[src/rtl/sgbo_pkg.sv]
`timescale 1ns / 1ps

package sgbo_pkg;

  // operation codes
  localparam logic [1:0] OP_QUERY = 2'd0;
  localparam logic [1:0] OP_SET   = 2'd1;
  localparam logic [1:0] OP_READ  = 2'd2;
  localparam logic [1:0] OP_CLEAR = 2'd3;

  // configuration register indexes
  localparam logic [1:0] REG_INV_SPACING = 2'd0;
  localparam logic [1:0] REG_NODES_DEG   = 2'd1;
  localparam logic [1:0] REG_TOLERANCE   = 2'd2;

  // shared multiplier operand widths
  localparam int MUL_A_W = 41;
  localparam int MUL_B_W = 18;
  localparam int MUL_P_W = MUL_A_W + MUL_B_W;

  typedef struct packed {
    logic [1:0]          op;
    logic signed [39:0]  point_x;
    logic signed [39:0]  point_y;
    logic [31:0]         relief_spacing;
    logic signed [39:0]  base_height;
    logic signed [15:0]  node_i;
    logic signed [15:0]  node_j;
    logic signed [31:0]  node_offset;
  } in_item_t;

  typedef struct packed {
    logic signed [39:0]  height_out;
    logic signed [31:0]  read_offset;
    logic                was_changed;
    logic                table_full;
    logic [8:0]          node_count;
  } out_item_t;

  typedef struct packed {
    logic [1:0]  index;
    logic [31:0] value;
  } cfg_item_t;

endpackage

[src/rtl/sgbo_mul.sv]
`timescale 1ns / 1ps

// Shared signed multiplier, product registered.
module sgbo_mul (
  input  logic                                clk,
  input  logic signed [sgbo_pkg::MUL_A_W-1:0] a,
  input  logic signed [sgbo_pkg::MUL_B_W-1:0] b,
  output logic signed [sgbo_pkg::MUL_P_W-1:0] prod
);

  always_ff @(posedge clk) begin
    prod <= a * b;
  end

endmodule

[config.mk]
export PLATFORM = sky130hd
export DESIGN_NAME = sgbo_mul
export DESIGN_NICKNAME = d
export VERILOG_FILES = /design/src/rtl/sgbo_pkg.sv /design/src/rtl/sgbo_mul.sv
export SDC_FILE = /design/constraint.sdc
export NUM_CORES = 2
export LEC_CHECK = 0
export CORE_MARGIN = 4
export CORE_UTILIZATION = 31
export CTS_CLUSTER_DIAMETER = 30
export DETAILED_ROUTE_END_ITERATION = 8
export DONT_BUFFER_PORTS = 1
export GPL_TIMING_DRIVEN = 0
export SYNTH_ARGS = -nofsm -noshare
export SYNTH_HDL_FRONTEND = slang
export SYNTH_SLANG_ARGS = --single-unit
[constraint.sdc]
create_clock -name clk -period 7.8 [get_ports clk]
set_clock_uncertainty 0.2 [all_clocks]
set_input_delay 1.56 -clock clk [delete_from_list [all_inputs] [get_ports clk]]
set_output_delay 1.56 -clock clk [all_outputs]
set_load 0.02 [all_outputs]
==> flow_summary.toml <==
[floorplanning]
boundaryPins = 119
initial_core_util_pct = 31.3
design.die.area_mm2 = 0.0890
die_width_um = 298
die-height_um = 298
coreArea_mm2 = 0.0836
num_rows = 106

[place]
place.detailed.hpwl_mm = 69.7
placedInstanceArea_mm2 = 0.0275
port-buffer-count = 0
gpl.final_weighted_congestion = 0.930
dp_cells = 4058

[finish]
area.growth.synth_to_final_pct = 11.0
fin_util_pct = 34.7
flip_flop_count_of_the_largest_register_after_layout = 59
reg.largest.list = "prod: 59 flops"
layout-drive-gt1-share_pct = 8.36
fin_area_mm2 = 0.0290
layoutNonFillerInstCount = 4089
nFillCells = 8642
register_area_mm2 = 0.00118
area_of_the_multi_input_gates_mm2 = 0.0217
registers.top_by_ff_count = "prod"
fin_nets = 3893

[logic_synthesis]
yosys.cell_count.top_type = "sky130_fd_sc_hd__inv_1"
post_synthesis_instance_area_mm2 = 0.0261
syn_area_per_cell_um2 = 8.78
syn-instance-count = 2978
yosys_most_used_dff = "sky130_fd_sc_hd__dfxtp_1"
ys_async_sr_fraction_pct = 0
synth_enable_flop_cells = 0
synth_sequential_area_ratio_pct = 4.52
ff_latch_count_synth = 59
yosys_warnings = 0
synth.lib_cells_used.distinct = 63
synthTopCellsByCount = "sky130_fd_sc_hd__inv_1 (835), sky130_fd_sc_hd__fa_1 (697), sky130_fd_sc_hd__nand2_1 (533)"
yosys-top-cells-area = "sky130_fd_sc_hd__fa_1 (53%), sky130_fd_sc_hd__inv_1 (12%), sky130_fd_sc_hd__nand2_1 (7.7%)"
synth.top_cell.area_share_pct = 53.4
synth_fp_nets = 3874
synth_largest_area_cell = "sky130_fd_sc_hd__fa_1"

[sta]
grt_setup_unrepaired = "true"
timing_max_transition_violations_final = 0
setup_viol = 0
hold_violations = 0
max_freq_mhz = 131
fin_crit_sh_pct = 97.9
max_slew_headroom_at_the_worst_pin_pct = 46.8
max_slew.worst_pin.slew_ns = 0.798
setup-tns-final_ns = 0
period_needed_ns = 7.64

[global_routing]
vias_in_the_first_global_route = 20900
globalRoute.totalOverflow = 0
grt_start_max_net_pins = 11
global_route_wire_length_before_repair_mm = 127
grt_antenna_before_repair = 15
grt.total_usage_pct = 18.8

[status]
outcome = "completed"

[hold_path]
worstHoldStart = "a[0]"
timing.hold.worst_path_depth = 1
min_path_type = "in -> reg"
worstHoldEndpoint = "prod[0]"

[detailed_routing]
route.antenna.remaining_nets = 0
route.detailed.drc = 0
drt_wl_total_mm = 81.0
detailedRoute.firstIterationViolations = 1256
first_pass_iters = 7
route.vias.total = 19400
vias_per_cell = 4.74
drt-wirelength-per-cell_um = 19.8

[clock_tree]
ctsHoldBuffers = 0
tritoncts = "yes"
numCtsBuffers = 9
root_buffer = "sky130_fd_sc_hd__clkbuf_16"
clkSlewWorstSetupHoldPaths_ns = 0.06
clkSinkCount = 59
max-clock-path-buffers = 2
cts_htree_levels = 3

[critical_path]
arrival_ns = 7.76
critical_path_class = "in -> reg"
cp_max_fo = 10
critPathRequiredTime_ns = 7.93
end_kind = "flop"
setup.worst_path.start_class = "input pin"

[flow_run]
drv_cap = 0
[routing by layer]
metal / GRT usage (%) / wire length [µm] / vias up
li1: - / - / 8465
met1: 23.8 / 31900 / 10000
met2: 31.1 / 38500 / 752
met3: 5.31 / 7830 / 147
met4: 6.51 / 2750 / 4
met5: 0 / 28 / -
[area by class of cell]
type | instances | area share, %
Clock buffer | 12 | 0.884
Inverter | 836 | 10.8
Tap cell | 1080 | 4.66
Antenna cell | 7 | 0.0603
Clock inverter | 4 | 0.250
Sequential cell | 59 | 4.07
Multi-Input combinational cell | 1925 | 74.7
Timing Repair Buffer | 18 | 0.565
Buffer | 148 | 4.00
[repair_timing]
item	4_1_cts	5_1_grt
endpoints found under the hold margin	0	0
resized for setup	237	209
buffers inserted	8	10
endpoints found under the setup margin	39	19
cloned	0	0
pin swaps	10	24
[worst max path at each step]
stage,startpoint,slack [ns],to
final,b[4],0.16,prod[58]
after global placement,a[16],-1.90,prod[50]
after floorplan,a[36],0.008,prod[58]
after detailed placement,a[17],-1.92,prod[57]
after global routing,a[35],-0.05,prod[58]
after CTS,b[2],0.0002,prod[57]
[critical path, cell delays in order]
cell	delay, ns
sky130_fd_sc_hd__clkbuf_4	0.20
sky130_fd_sc_hd__and2_1	0.19
sky130_fd_sc_hd__fa_1	0.53
sky130_fd_sc_hd__inv_1	0.06
sky130_fd_sc_hd__fa_1	0.53
sky130_fd_sc_hd__inv_1	0.06
sky130_fd_sc_hd__fa_1	0.50
sky130_fd_sc_hd__inv_1	0.05
sky130_fd_sc_hd__fa_1	0.54
sky130_fd_sc_hd__inv_1	0.05
sky130_fd_sc_hd__fa_1	0.47
sky130_fd_sc_hd__inv_1	0.05
sky130_fd_sc_hd__fa_1	0.47
sky130_fd_sc_hd__inv_1	0.06
sky130_fd_sc_hd__ha_4	0.24
sky130_fd_sc_hd__nand4_1	0.11
sky130_fd_sc_hd__a21oi_2	0.08
sky130_fd_sc_hd__o31ai_4	0.74
sky130_fd_sc_hd__a211oi_4	0.21
sky130_fd_sc_hd__o41ai_4	0.46
sky130_fd_sc_hd__o2111ai_2	0.18
sky130_fd_sc_hd__a31oi_1	0.25
sky130_fd_sc_hd__xnor2_1	0.14
[layout by cell type, fill, tap and decap left out, types with 9 or more instances in the layout]
cell type,netlist,final
sky130_fd_sc_hd__a21oi_1,58,50
sky130_fd_sc_hd__nand4_1,12,12
sky130_fd_sc_hd__buf_2,1,12
sky130_fd_sc_hd__ha_1,139,122
sky130_fd_sc_hd__a21o_1,32,32
sky130_fd_sc_hd__buf_6,0,19
sky130_fd_sc_hd__nor2_1,60,59
sky130_fd_sc_hd__fa_2,0,11
sky130_fd_sc_hd__nand2_1,533,529
sky130_fd_sc_hd__clkbuf_16,0,9
sky130_fd_sc_hd__xnor2_1,39,39
sky130_fd_sc_hd__o21ai_0,21,19
sky130_fd_sc_hd__clkbuf_2,0,53
sky130_fd_sc_hd__dfxtp_1,59,59
sky130_fd_sc_hd__xor2_1,18,18
sky130_fd_sc_hd__buf_4,1,29
sky130_fd_sc_hd__fa_1,697,686
sky130_fd_sc_hd__ha_2,0,9
sky130_fd_sc_hd__o21ai_1,12,10
sky130_fd_sc_hd__clkbuf_4,0,19
sky130_fd_sc_hd__buf_8,0,19
sky130_fd_sc_hd__and2_1,204,202
sky130_fd_sc_hd__nand2b_1,10,10
sky130_fd_sc_hd__inv_1,835,835
[cell families after synthesis]
family	share of synthesized area [%]
buffers and inverters	14.3
AND/OR/NAND/NOR	14.9
adder cells (fa/ha/maj)	60.0
AO/OA/AOI/OAI	4.35
flip-flops	4.52
XOR/XNOR	1.91
multiplexers	0.0383
[through the flow]
stage	setup WS [ns]	hold WS, ns
floorplan	0.00807	1.48
global placement	-1.90	1.48
detailed placement	-1.92	1.49
CTS	0.000204	1.08
global route	-0.0542	1.09
finish	0.165	1.10
Power is left out: the tool's default activity adds up to more than one toggle a clock period on the data nets, which glitch-free logic cannot reach.
